===== src/rtl/assert_macros.svh =====
// ----------------------------------------------------------------------------
// Assertion macros
// Shared concurrent assertion forms, clocked on clk and disabled in reset.
// ----------------------------------------------------------------------------
`ifndef ASSERT_MACROS_SVH
`define ASSERT_MACROS_SVH

`ifndef NO_ASSERTIONS

// A property that must hold at every rising edge outside reset.
`define ASSERT_CLK(label, prop, msg) \
  label: assert property (@(posedge clk) disable iff (rst) (prop)) else $error(msg);

// A condition that must never be seen at a rising edge outside reset.
`define ASSERT_NEVER(label, cond, msg) \
  label: assert property (@(posedge clk) disable iff (rst) !(cond)) else $error(msg);

`else

`define ASSERT_CLK(label, prop, msg)
`define ASSERT_NEVER(label, cond, msg)

`endif

`endif


===== src/rtl/mcr_pkg.sv =====
// ----------------------------------------------------------------------------
// Midpoint circle rasterizer package
// Shared constants, opcodes and job word helpers.
// ----------------------------------------------------------------------------
package mcr_pkg;

  localparam int COORD_BITS_DEFAULT = 10;

  typedef enum logic {
    OP_START = 1'b0,
    OP_STEP  = 1'b1
  } opcode_t;

  // A job word carries the done flag, the centre and the octant point.
  function automatic int job_bits(input int coord_bits);
    return 4 * coord_bits + 1;
  endfunction

endpackage


===== src/rtl/midpoint_circle_rasterizer_core.sv =====
// ----------------------------------------------------------------------------
// Midpoint circle rasterizer core
// Turns start and step items into the eight mirrored pixels of each point.
// ----------------------------------------------------------------------------
// Input channel (in_valid / in_stall): opcode OP_START loads a centre and a
// radius and emits the pixels of the point (0, radius); OP_STEP advances the
// octant point by one and emits its pixels. A step with no circle running is
// taken and gives no pixels. Output channel (out_valid / out_stall): one pixel
// per transfer, eight per emitting item, the eighth marked by last_of_step;
// circle_done is set on all eight pixels of the item that ends the octant.
// The first pixel of an item passes a queue entry, the back job register and
// the pixel register. Throughput: one pixel per cycle while out_stall is low,
// set by the single-pixel output register of the back part. A two-entry job
// queue lets the front take up to two further items while pixels drain.
// A stalled receiver holds the current pixel; the queue then fills and
// in_stall rises. Reset empties the queue and leaves no circle running.
// ----------------------------------------------------------------------------
module midpoint_circle_rasterizer_core #(
  parameter int COORD_BITS = mcr_pkg::COORD_BITS_DEFAULT
) (
  input  logic                         clk,
  input  logic                         rst,
  input  logic                         in_valid,
  output logic                         in_stall,
  input  logic                         opcode,
  input  logic [COORD_BITS-1:0]        center_x,
  input  logic [COORD_BITS-1:0]        center_y,
  input  logic [COORD_BITS-2:0]        radius,
  output logic                         out_valid,
  input  logic                         out_stall,
  output logic signed [COORD_BITS+1:0] pixel_x,
  output logic signed [COORD_BITS+1:0] pixel_y,
  output logic                         last_of_step,
  output logic                         circle_done
);

  localparam int JOB_W = mcr_pkg::job_bits(COORD_BITS);

  logic             push_valid;
  logic             push_stall;
  logic [JOB_W-1:0] push_data;
  logic             pop_valid;
  logic             pop_stall;
  logic [JOB_W-1:0] pop_data;

  mcr_front #(
    .COORD_BITS (COORD_BITS),
    .JOB_W      (JOB_W)
  ) u_front (
    .clk       (clk),
    .rst       (rst),
    .in_valid  (in_valid),
    .in_stall  (in_stall),
    .opcode    (opcode),
    .center_x  (center_x),
    .center_y  (center_y),
    .radius    (radius),
    .job_valid (push_valid),
    .job_stall (push_stall),
    .job_data  (push_data)
  );

  mcr_fifo #(
    .WIDTH (JOB_W)
  ) u_fifo (
    .clk        (clk),
    .rst        (rst),
    .push_valid (push_valid),
    .push_stall (push_stall),
    .push_data  (push_data),
    .pop_valid  (pop_valid),
    .pop_stall  (pop_stall),
    .pop_data   (pop_data)
  );

  mcr_back #(
    .COORD_BITS (COORD_BITS),
    .JOB_W      (JOB_W)
  ) u_back (
    .clk          (clk),
    .rst          (rst),
    .job_valid    (pop_valid),
    .job_stall    (pop_stall),
    .job_data     (pop_data),
    .out_valid    (out_valid),
    .out_stall    (out_stall),
    .pixel_x      (pixel_x),
    .pixel_y      (pixel_y),
    .last_of_step (last_of_step),
    .circle_done  (circle_done)
  );

endmodule


===== src/rtl/mcr_fifo.sv =====
// ----------------------------------------------------------------------------
// Job queue
// Two-entry register queue between the front and back parts.
// ----------------------------------------------------------------------------
module mcr_fifo #(
  parameter int WIDTH = 41
) (
  input  logic             clk,
  input  logic             rst,
  input  logic             push_valid,
  output logic             push_stall,
  input  logic [WIDTH-1:0] push_data,
  output logic             pop_valid,
  input  logic             pop_stall,
  output logic [WIDTH-1:0] pop_data
);

  logic [WIDTH-1:0] entries [2];
  logic             wr_ptr;
  logic             rd_ptr;
  logic [1:0]       count;
  logic             push_fire;
  logic             pop_fire;

  assign push_stall = (count == 2'd2);
  assign pop_valid  = (count != 2'd0);
  assign pop_data   = entries[rd_ptr];
  assign push_fire  = push_valid && !push_stall;
  assign pop_fire   = pop_valid && !pop_stall;

  always_ff @(posedge clk) begin
    if (rst) begin
      wr_ptr <= 1'b0;
      rd_ptr <= 1'b0;
      count  <= 2'd0;
    end else begin
      if (push_fire) begin
        wr_ptr <= ~wr_ptr;
      end
      if (pop_fire) begin
        rd_ptr <= ~rd_ptr;
      end
      unique case ({push_fire, pop_fire})
        2'b10:   count <= count + 2'd1;
        2'b01:   count <= count - 2'd1;
        default: count <= count;
      endcase
    end
  end

  always_ff @(posedge clk) begin
    if (push_fire) begin
      entries[wr_ptr] <= push_data;
    end
  end

`include "assert_macros.svh"

  `ASSERT_NEVER(a_fifo_count_range, count > 2'd2, "job queue count out of range")

endmodule


===== src/rtl/mcr_front.sv =====
// ----------------------------------------------------------------------------
// Front part
// Accepts start and step items, advances the midpoint state and queues jobs.
// ----------------------------------------------------------------------------
module mcr_front #(
  parameter int COORD_BITS = mcr_pkg::COORD_BITS_DEFAULT,
  parameter int JOB_W      = mcr_pkg::job_bits(COORD_BITS)
) (
  input  logic                  clk,
  input  logic                  rst,
  input  logic                  in_valid,
  output logic                  in_stall,
  input  logic                  opcode,
  input  logic [COORD_BITS-1:0] center_x,
  input  logic [COORD_BITS-1:0] center_y,
  input  logic [COORD_BITS-2:0] radius,
  output logic                  job_valid,
  input  logic                  job_stall,
  output logic [JOB_W-1:0]      job_data
);

  localparam int W  = COORD_BITS;
  localparam int DW = COORD_BITS + 2;

  logic [W-1:0]  center_col;
  logic [W-1:0]  center_row;
  logic [W-1:0]  offset_a;
  logic [W-1:0]  offset_b;
  logic [DW-1:0] decision;
  logic          active;

  logic [W-1:0]  center_col_next;
  logic [W-1:0]  center_row_next;
  logic [W-1:0]  offset_a_next;
  logic [W-1:0]  offset_b_next;
  logic [DW-1:0] decision_next;
  logic          done_next;

  logic          accept;
  logic          is_start;
  logic          update;
  logic [W:0]    x_inc;
  logic [W-1:0]  y_dec;
  logic          dec_pos;
  logic [DW-1:0] diff;

  assign accept   = in_valid && !in_stall;
  assign is_start = (mcr_pkg::opcode_t'(opcode) == mcr_pkg::OP_START);
  assign update   = accept && (is_start || active);
  assign in_stall = job_stall;

  assign x_inc   = {1'b0, offset_a} + {{W{1'b0}}, 1'b1};
  assign y_dec   = offset_b - {{(W-1){1'b0}}, 1'b1};
  assign dec_pos = !decision[DW-1] && (decision != '0);
  assign diff    = {1'b0, x_inc} - {2'b00, y_dec};

  always_comb begin
    if (is_start) begin
      center_col_next = center_x;
      center_row_next = center_y;
      offset_a_next   = '0;
      offset_b_next   = {1'b0, radius};
      decision_next   = {{(DW-1){1'b0}}, 1'b1} - {3'b000, radius};
    end else begin
      center_col_next = center_col;
      center_row_next = center_row;
      offset_a_next   = x_inc[W-1:0];
      if (dec_pos) begin
        // The octant point moves inwards: y drops and the update uses x - y.
        offset_b_next = y_dec;
        decision_next = decision + {diff[DW-2:0], 1'b0} + {{(DW-1){1'b0}}, 1'b1};
      end else begin
        offset_b_next = offset_b;
        decision_next = decision + {x_inc, 1'b0} + {{(DW-1){1'b0}}, 1'b1};
      end
    end
    done_next = (offset_a_next >= offset_b_next);
  end

  always_ff @(posedge clk) begin
    if (rst) begin
      center_col <= '0;
      center_row <= '0;
      offset_a   <= '0;
      offset_b   <= '0;
      decision   <= '0;
      active     <= 1'b0;
    end else if (update) begin
      center_col <= center_col_next;
      center_row <= center_row_next;
      offset_a   <= offset_a_next;
      offset_b   <= offset_b_next;
      decision   <= decision_next;
      active     <= !done_next;
    end
  end

  // A step while idle is taken and dropped without a job.
  assign job_valid = in_valid && (is_start || active);
  assign job_data  = {done_next, center_col_next, center_row_next,
                      offset_a_next, offset_b_next};

`include "assert_macros.svh"

  `ASSERT_CLK(a_active_inside_octant, active |-> (offset_a < offset_b),
              "active circle has left its octant")

endmodule


===== src/rtl/mcr_back.sv =====
// ----------------------------------------------------------------------------
// Back part
// Expands each queued job into eight mirrored pixels, one per unstalled cycle.
// ----------------------------------------------------------------------------
module mcr_back #(
  parameter int COORD_BITS = mcr_pkg::COORD_BITS_DEFAULT,
  parameter int JOB_W      = mcr_pkg::job_bits(COORD_BITS)
) (
  input  logic                         clk,
  input  logic                         rst,
  input  logic                         job_valid,
  output logic                         job_stall,
  input  logic [JOB_W-1:0]             job_data,
  output logic                         out_valid,
  input  logic                         out_stall,
  output logic signed [COORD_BITS+1:0] pixel_x,
  output logic signed [COORD_BITS+1:0] pixel_y,
  output logic                         last_of_step,
  output logic                         circle_done
);

  localparam int W  = COORD_BITS;
  localparam int DW = COORD_BITS + 2;

  logic [JOB_W-1:0] job;
  logic             busy;
  logic [2:0]       index;

  logic             job_done;
  logic [W-1:0]     job_cx;
  logic [W-1:0]     job_cy;
  logic [W-1:0]     job_x;
  logic [W-1:0]     job_y;

  logic             out_free;
  logic             produce;
  logic             take_job;
  logic [W-1:0]     off_a;
  logic [W-1:0]     off_b;
  logic [DW-1:0]    px;
  logic [DW-1:0]    py;

  assign {job_done, job_cx, job_cy, job_x, job_y} = job;

  assign out_free  = !out_valid || !out_stall;
  assign produce   = busy && out_free;
  assign take_job  = !busy || (produce && (index == 3'd7));
  assign job_stall = !take_job;

  // The upper half of the sequence swaps x and y; the low bits pick signs.
  always_comb begin
    off_a = index[2] ? job_y : job_x;
    off_b = index[2] ? job_x : job_y;
    px = index[1] ? ({2'b00, job_cx} - {2'b00, off_a}) : ({2'b00, job_cx} + {2'b00, off_a});
    py = index[0] ? ({2'b00, job_cy} - {2'b00, off_b}) : ({2'b00, job_cy} + {2'b00, off_b});
  end

  always_ff @(posedge clk) begin
    if (rst) begin
      busy      <= 1'b0;
      index     <= 3'd0;
      out_valid <= 1'b0;
    end else begin
      if (out_free) begin
        out_valid <= produce;
      end
      if (job_valid && take_job) begin
        busy  <= 1'b1;
        index <= 3'd0;
      end else if (produce) begin
        index <= index + 3'd1;
        if (index == 3'd7) begin
          busy <= 1'b0;
        end
      end
    end
  end

  always_ff @(posedge clk) begin
    if (job_valid && take_job) begin
      job <= job_data;
    end
    if (produce) begin
      pixel_x      <= px;
      pixel_y      <= py;
      last_of_step <= (index == 3'd7);
      circle_done  <= job_done;
    end
  end

`include "assert_macros.svh"

  `ASSERT_CLK(a_step_pixels_contiguous,
              (out_valid && !out_stall && !last_of_step) |=> out_valid,
              "pixels of one step did not follow back to back")
  `ASSERT_CLK(a_done_steady_in_step,
              (out_valid && !out_stall && !last_of_step) |=> (circle_done == $past(circle_done)),
              "circle_done changed within one step")

endmodule


===== config.mk =====
export PLATFORM = sky130hd
export DESIGN_NAME = midpoint_circle_rasterizer_core
export DESIGN_NICKNAME = d
export VERILOG_FILES = /design/src/rtl/mcr_pkg.sv /design/src/rtl/midpoint_circle_rasterizer_core.sv /design/src/rtl/mcr_fifo.sv /design/src/rtl/mcr_front.sv /design/src/rtl/mcr_back.sv
export VERILOG_INCLUDE_DIRS = /design/src /design/src/rtl
export SDC_FILE = /design/constraint.sdc
export NUM_CORES = 1
export LEC_CHECK = 0
export ABC_AREA = 1
export CORE_UTILIZATION = 40
export DETAILED_ROUTE_END_ITERATION = 12
export DONT_BUFFER_PORTS = 1
export PLACE_DENSITY = 0.65
export SKIP_CTS_REPAIR_TIMING = 1
export SLEW_MARGIN = 0
export SYNTH_ARGS = -nofsm -noshare
export SYNTH_HDL_FRONTEND = slang
export SYNTH_SLANG_ARGS = --single-unit
export TNS_END_PERCENT = 30

===== constraint.sdc =====
create_clock -name clk -period 12.61 [get_ports clk]
set_input_delay 0.6305 -clock clk [delete_from_list [all_inputs] [get_ports clk]]
set_output_delay 0.6305 -clock clk [all_outputs]
set_load 0.03 [all_outputs]

# Yosys cells after proc, flatten, opt, wreduce, memory -nomap -nowiden
# Memory sizes are Yosys's and may differ from the RTL's. A register that Yosys moved wholly into a read port is not among the register bits.
# Cells that the tools add are included.
# Widths: inputs -> output; s select.
dict set report word_totals {
  regBits 88
  mem_bits_rw 82
  out_inout_bits 28
  n_memories 1
}
dict set report classes {
  add_sub_neg 15
  n_lt_le_gt_ge 1
  n_eq_ne 4
  mux 17
  bitwise 3
  n_reduce_logical 24
}
# name depth width rd rd_ports_with_merged_regs write_ports line
set mem_list {}
lappend mem_list {u_fifo.entries 2 41 1 1 1 mcr_fifo.sv:18} ;# logic [WIDTH-1:0] entries [2];
# op n
set op_table {}
lappend op_table {{$mux 10} 7}
lappend op_table {{$mux 12} 4}
lappend op_table {{$add 12x1->12 const B} 2}
lappend op_table {{$add 12x12->12} 2}
lappend op_table {{$add 10x10->11} 2}
lappend op_table {{$sub 10x10->11} 2}
lappend op_table {{$reduce_bool 12->1} 1}
lappend op_table {{$add 10x1->11 const B} 1}
lappend op_table {{$sub 11x10->11} 1}
lappend op_table {{$ge 10x10->1} 1}
lappend op_table {{$sub 1x9->10 const A} 1}
lappend op_table {{$sub 10x1->10 const B} 1}
lappend op_table {{$logic_and 1x1->1} 8}
lappend op_table {{$reduce_bool 2->1} 4}
lappend op_table {{$logic_not 1->1} 6}
lappend op_table {{$mux 1} 5}
lappend op_table {{$eq 2x2->1 const B} 2}
lappend op_table {{$pmux 2 s2} 1}
lappend op_table {{$add 3x1->3 const B} 1}
lappend op_table {{$eq 3x3->1 const B} 1}
lappend op_table {{$logic_or 1x1->1} 3}
lappend op_table {{$not 1->1} 3}
lappend op_table {{$add 2x1->2 const B} 1}
lappend op_table {{$eq 2x1->1 const B} 1}
lappend op_table {{other kinds (3)} 3}

# Longest topological paths before layout
dict set report logic_depth {
  ltp_word 8
  depth_mapped 28
  ltp_nobuf 28
}

# Hierarchy
# A second synthesis with hierarchy kept.
dict set report hier_totals {
  hier_cells 1520
  area_unflattened_um2 13087.6
}
# module instances cells_per_inst area_each_um2 seq_area_each_um2
set modules_own_cells {}
lappend modules_own_cells {mcr_front 1 771 4844.6 1061.0}
lappend modules_own_cells {mcr_back 1 580 4827.1 2112.0}
lappend modules_own_cells {mcr_fifo 1 169 3415.8 2562.5}

# Worst setup path after synthesis
# OpenSTA, ideal clock, no wires.
dict set report synth_path {
  path_kind {in2reg}
  from {in out_stall}
  to {reg u_fifo.count[1]}
  setup_ns 0.122
  arrival_time_ns 3.912
  t_required_ns 12.488
  setup_slack_ns 8.576
  path_stages 8
  cell_sequence {nand2_1 -> a21oi_1 -> a21oi_1 -> ha_1 -> a21oi_1 -> o21ai_0 -> o21ai_0 -> a21oi_1}
}
dict set report synth_between {
  elab_chain_cells 8
}
# item line
set synth_lines {}
lappend synth_lines {{start, declared} midpoint_circle_rasterizer_core.sv:30} ;# input logic out_stall,
lappend synth_lines {{$logic_not 1->1 *} mcr_back.sv:45} ;# assign out_free = !out_valid || !out_stall;
lappend synth_lines {{$logic_or 1x1->1 *} mcr_back.sv:45}
lappend synth_lines {{$logic_and 1x1->1 *} mcr_back.sv:46} ;# assign produce = busy && out_free;
lappend synth_lines {{$logic_and 1x1->1 *} mcr_back.sv:47} ;# assign take_job = !busy || (produce && (index == 3'd7));
lappend synth_lines {{$logic_or 1x1->1 *} mcr_back.sv:47}
lappend synth_lines {{$logic_and 1x1->1 *} mcr_fifo.sv:29} ;# assign pop_fire = pop_valid && !pop_stall;
lappend synth_lines {{via u_fifo.pop_fire} mcr_fifo.sv:23} ;# logic pop_fire;
lappend synth_lines {{$eq 2x1->1 / $eq 2x2->1 (equally long branches)} mcr_fifo.sv:43} ;# unique case ({push_fire, pop_fire})
lappend synth_lines {{$pmux 2 s2 / $reduce_bool 2->1 (equally long branches)} --}
lappend synth_lines {{end signal, assigned} mcr_fifo.sv:44} ;# 2'b10: count <= count + 2'd1;
lappend synth_lines {{end signal, assigned} mcr_fifo.sv:45} ;# 2'b01: count <= count - 2'd1;
lappend synth_lines {{end signal, assigned} mcr_fifo.sv:46} ;# default: count <= count;
lappend synth_lines {{end, declared} mcr_fifo.sv:21} ;# logic [1:0] count;
# Mark *: on every way through the listed nets, which the timed path passes. The rest lies on a longest branch.
# A chain may end at the register's enable or synchronous reset.

# Final worst setup path
dict set report layout_path {
  from {reg u_front.offset_a[0]}
  to {reg u_front.decision[11]}
}
dict set report layout_between {
  elab_chain_cells 6
}
# item line
set layout_lines {}
lappend layout_lines {{start, declared} mcr_front.sv:27} ;# logic [W-1:0] offset_a;
lappend layout_lines {{start signal, assigned} mcr_front.sv:91} ;# offset_a <= offset_a_next;
lappend layout_lines {{$add 10x1->11 *} mcr_front.sv:52} ;# assign x_inc = {1'b0, offset_a} + {{W{1'b0}}, 1'b1};
lappend layout_lines {{$sub 11x10->11} mcr_front.sv:55} ;# assign diff = {1'b0, x_inc} - {2'b00, y_dec};
lappend layout_lines {{$add 12x12->12} mcr_front.sv:71} ;# decision_next = decision + {diff[DW-2:0], 1'b0} + {{(DW-1){1'b0}}, 1'b1};
lappend layout_lines {{$add 12x1->12} mcr_front.sv:71}
lappend layout_lines {{$mux 12 *} mcr_front.sv:68} ;# if (dec_pos) begin
lappend layout_lines {{$mux 12 *} mcr_front.sv:58} ;# if (is_start) begin
lappend layout_lines {{end signal, assigned} mcr_front.sv:93} ;# decision <= decision_next;
lappend layout_lines {{end, declared} mcr_front.sv:29} ;# logic [DW-1:0] decision;
# Every way passes the cells marked *; elsewhere a longest branch is shown, timed or not.

==> impl_metrics.sql <==
INSERT INTO impl_metrics (metric_group, metric, value, unit) VALUES
('run_status', 'outcome', 'complete, no violations', ''),
('route', 'drt_iter0_markers', '809', ''),
('route', 'num_vias', '9224', ''),
('floorplan', 'die_w', '176.7', 'um'),
('critical_path', 'critical_path.max_stage_delay', '0.44', 'ns'),
('floorplan', 'initial_utilization', '40.88', '%'),
('clocking', 'sink_count_of_the_clock_tree', '211', ''),
('critical_path', 'worst_path_most_repeated_cell', 'sky130_fd_sc_hd__nand2_1', ''),
('sta', 'slew-limit-headroom', '9.462', '%'),
('finish', 'final_layout_size_suffix_gt1_share', '6.267', '%'),
('global_routing', 'grt_start_max_net_pins', '66', ''),
('pwr', 'cell_internal_pwr', '1920', 'uW'),
('clocking', 'cts_htree_levels', '1', ''),
('synthesis', 'syn_inst', '1435', ''),
('floorplan', 'ioPinCount', '62', ''),
('critical_path', 'crit_slowest_cell', 'sky130_fd_sc_hd__dfxtp_1', ''),
('clocking', 'cts.reportedPaths.clkPinSlew', '0.07', 'ns'),
('clocking', 'clock_tree.buffer_depth', '3', ''),
('synthesis', 'yosysTopAreaCellShare', '36.64', '%'),
('finish', 'count_of_inserted_antenna_diode_cells', '0', ''),
('sta', 'slew_at_the_pin_closest_to_its_max_slew_limit', '1.357', 'ns'),
('route', 'post_route_antenna_net_violation_count', '0', ''),
('global_routing', 'global_route.usage.total', '18.23', '%'),
('job', 'maxCapViolCount', '0', ''),
('sta', 'final-hold-violation-count', '0', ''),
('synthesis', 'postSynthRegisterBits', '211', ''),
('critical_path', 'worst_ep_arrival_time', '4.20', 'ns'),
('pwr', 'irDropWorstVdd', '0.2122', 'mV'),
('clocking', 'cts_inserted_buffers', '24', ''),
('floorplan', 'placeable_core_region', '29870', 'sq um'),
('placement', 'place.detailed.hpwl', '19.93', 'mm'),
('pwr', 'total_switching_power', '1411', 'uW'),
('synthesis', 'synth_edf_count', '149', ''),
('sta', 'setup_viol_count_final', '0', ''),
('placement', 'gp_routability_congestion', '0.9310', ''),
('finish', 'fin_area', '13340', 'sq um'),
('critical_path', 'worst_setup_path_end_kind', 'flip-flop', ''),
('synthesis', 'ys_seq_area_share', '46.80', '%'),
('critical_path', 'timing.critical_path.buf_inv', '2', ''),
('floorplan', 'die_area', '31240', 'sq um'),
('sta', 'unrepaired_setup_endpoints_after_global_routing', 'false', ''),
('route', 'drt_first_pass_iters', '6', ''),
('global_routing', 'antenna_found_initial', '0', ''),
('global_routing', 'gr-total-overflow', '0', ''),
('global_routing', 'wire_length_of_the_first_global_routing_pass', '45.31', 'mm'),
('pwr', 'sw_frac_of_total', '42.35', '%'),
('pwr', 'share_comb_of_total_power', '43.3', '%'),
('global_routing', 'grt_pass1_vias', '8737', ''),
('pwr', 'leakage', '0.005822', 'uW'),
('sta', 'finalMaxSlewViolations', '0', ''),
('critical_path', 'timing_worst_setup_path_type', 'flip-flop to flip-flop', ''),
('floorplan', 'rows', '63', ''),
('synthesis', 'most_frequently_used_cell_type_in_the_post_synthesis_netlist', 'sky130_fd_sc_hd__nand2_1', ''),
('synthesis', 'yosysWarnings', '0', ''),
('synthesis', 'synth.cell_area', '12210', 'sq um'),
('floorplan', 'chipHeight', '176.7', 'um'),
('synthesis', 'postSynthAreaPerCell', '8.511', 'sq um'),
('hold_path', 'hp-class', 'input pin to flip-flop', ''),
('sta', 'period_share', '29.80', '%'),
('pwr', 'clock_power_share', '20.9', '%'),
('pwr', 'power_density', '249.7', 'nW/um^2'),
('synthesis', 'synth.largest_area_cell', 'sky130_fd_sc_hd__edfxtp_1', ''),
('route', 'via_to_cell_ratio', '5.051', ''),
('route', 'drc_errors', '0', ''),
('synthesis', 'mappedNetlistNets', '1563', ''),
('critical_path', 'crit_path_start_kind', 'flip-flop', ''),
('critical_path', 'worst_path_top_cell_family_by_delay', 'simple AND/OR/NAND/NOR gates', ''),
('finish', 'nNetsFinal', '1546', ''),
('sta', 'skew', '0.02063', 'ns'),
('sta', 'setup_total_negative_slack', '0', 'ns'),
('synthesis', 'synth_async_reset_ratio', '0', '%');
-- power groups by stage --
stage	sequential (uW)	combinational (uW)	clock (uW)
floorplan	1180	1110	0
global placement	1200	1420	0
detailed placement	1210	1430	0
CTS	1190	1440	708
global route	1220	1660	740
finish	1190	1440	695
-- state kept, by name (all words and copies together), names as in the netlist --
| name | flops |
|---|---|
| u_back.busy | 1 |
| u_back.circle_done | 1 |
| u_back.index | 3 |
| u_back.job | 41 |
| u_back.last_of_step | 1 |
| u_back.out_valid | 1 |
| u_back.pixel_x | 12 |
| u_back.pixel_y | 12 |
| u_fifo.count | 2 |
| u_fifo.entries | 82 |
| u_fifo.rd_ptr | 1 |
| u_fifo.wr_ptr | 1 |
| u_front.active | 1 |
| u_front.center_col | 10 |
| u_front.center_row | 10 |
| u_front.decision | 12 |
| u_front.offset_a | 10 |
| u_front.offset_b | 10 |
-- cells in the final DEF (no fill, tap or decap), drive strengths merged, types with 3 or more instances in the layout --
cell type  synthesis  layout
fa                 7       7
nor2              69      69
o21ai            138     138
inv              200     200
clkbuf            29      32
edfxtp           149     149
clkinv             0       7
nor4               3       3
ha                87      87
a21oi            126     126
o211ai             8       8
clkinvlp           0       3
xor2              41      41
a31oi              8       8
nand3b             3       3
nor3              17      17
or2                6       6
nand4              7       7
buf               22       8
nand3             49      49
o21bai            10      10
dfxtp             62      62
nand2            372     372
xnor2              8       8
-- layer usage --
layer	track usage, %	routed length (um)	vias up
met5	0	0	-
met4	4.921	635	0
met3	1.869	1311	42
met2	29.28	12320	234
met1	26.04	13180	4236
li1	-	-	4712
-- worst paths after layout --
path / startpoint / to / slack, ns / depth (start not counted)
setup / recovery: u_front.offset_a[0] / u_front.decision[11] / 8.85 / 25
hold / removal: rst / u_back.busy / 0.18 / 1
setup reg to reg: u_front.offset_a[0] / u_front.decision[11] / 8.85 / 25
hold reg to reg: u_front.center_row[6] / u_front.center_row[6] / 0.45 / 2
-- cell families (layout without fill, tap and decap cells) --
kind of cell | after synthesis | in the layout | synth area share (%)
xor+xnor | 49 | 49 | 3.576
compound gates | 301 | 301 | 13.41
fa+ha+maj | 94 | 94 | 10.06
simple gates | 527 | 527 | 17.83
flops | 211 | 211 | 46.80
buf+inv | 251 | 252 | 8.165
mux | 2 | 2 | 0.1639
-- worst reg2reg max path: cells and delay by family, from the launching register on --
| kind | cells | cell delay (ns) |
|---|---|---|
| flip-flops | 1 | 0.44 |
| AO/OA/AOI/OAI | 4 | 0.66 |
| buffers and inverters | 2 | 0.13 |
| adder cells (fa/ha/maj) | 3 | 0.94 |
| AND/OR/NAND/NOR | 15 | 1.39 |
| XOR/XNOR | 1 | 0.14 |
-- cell type report --
cell class,count,area [sq um]
Multi-Input combinational cell,973,5527
Sequential cell,211,5715
Clock inverter,12,127.6
Timing Repair Buffer,8,60.06
Tap cell,390,488.0
Inverter,200,750.7
Clock buffer,32,671.9
Fill cell,2838,16530
-- through the flow --
step                      worst slack [ns]  hold WS (ns)  util, %  total power, uW  instances
final                                8.852        0.1813    44.65             3331       1826
after detailed placement             8.907        0.4404    41.98             2644       1782
after global placement               9.019        0.4336    41.98             2619       1782
after CTS                            8.887        0.1620    44.65             3345       1826
after floorplan                      8.576        0.4003        -             2293       1435
after global routing                 8.355        0.1629    44.65             3620       1826
(Power assumes the default switching activity.)
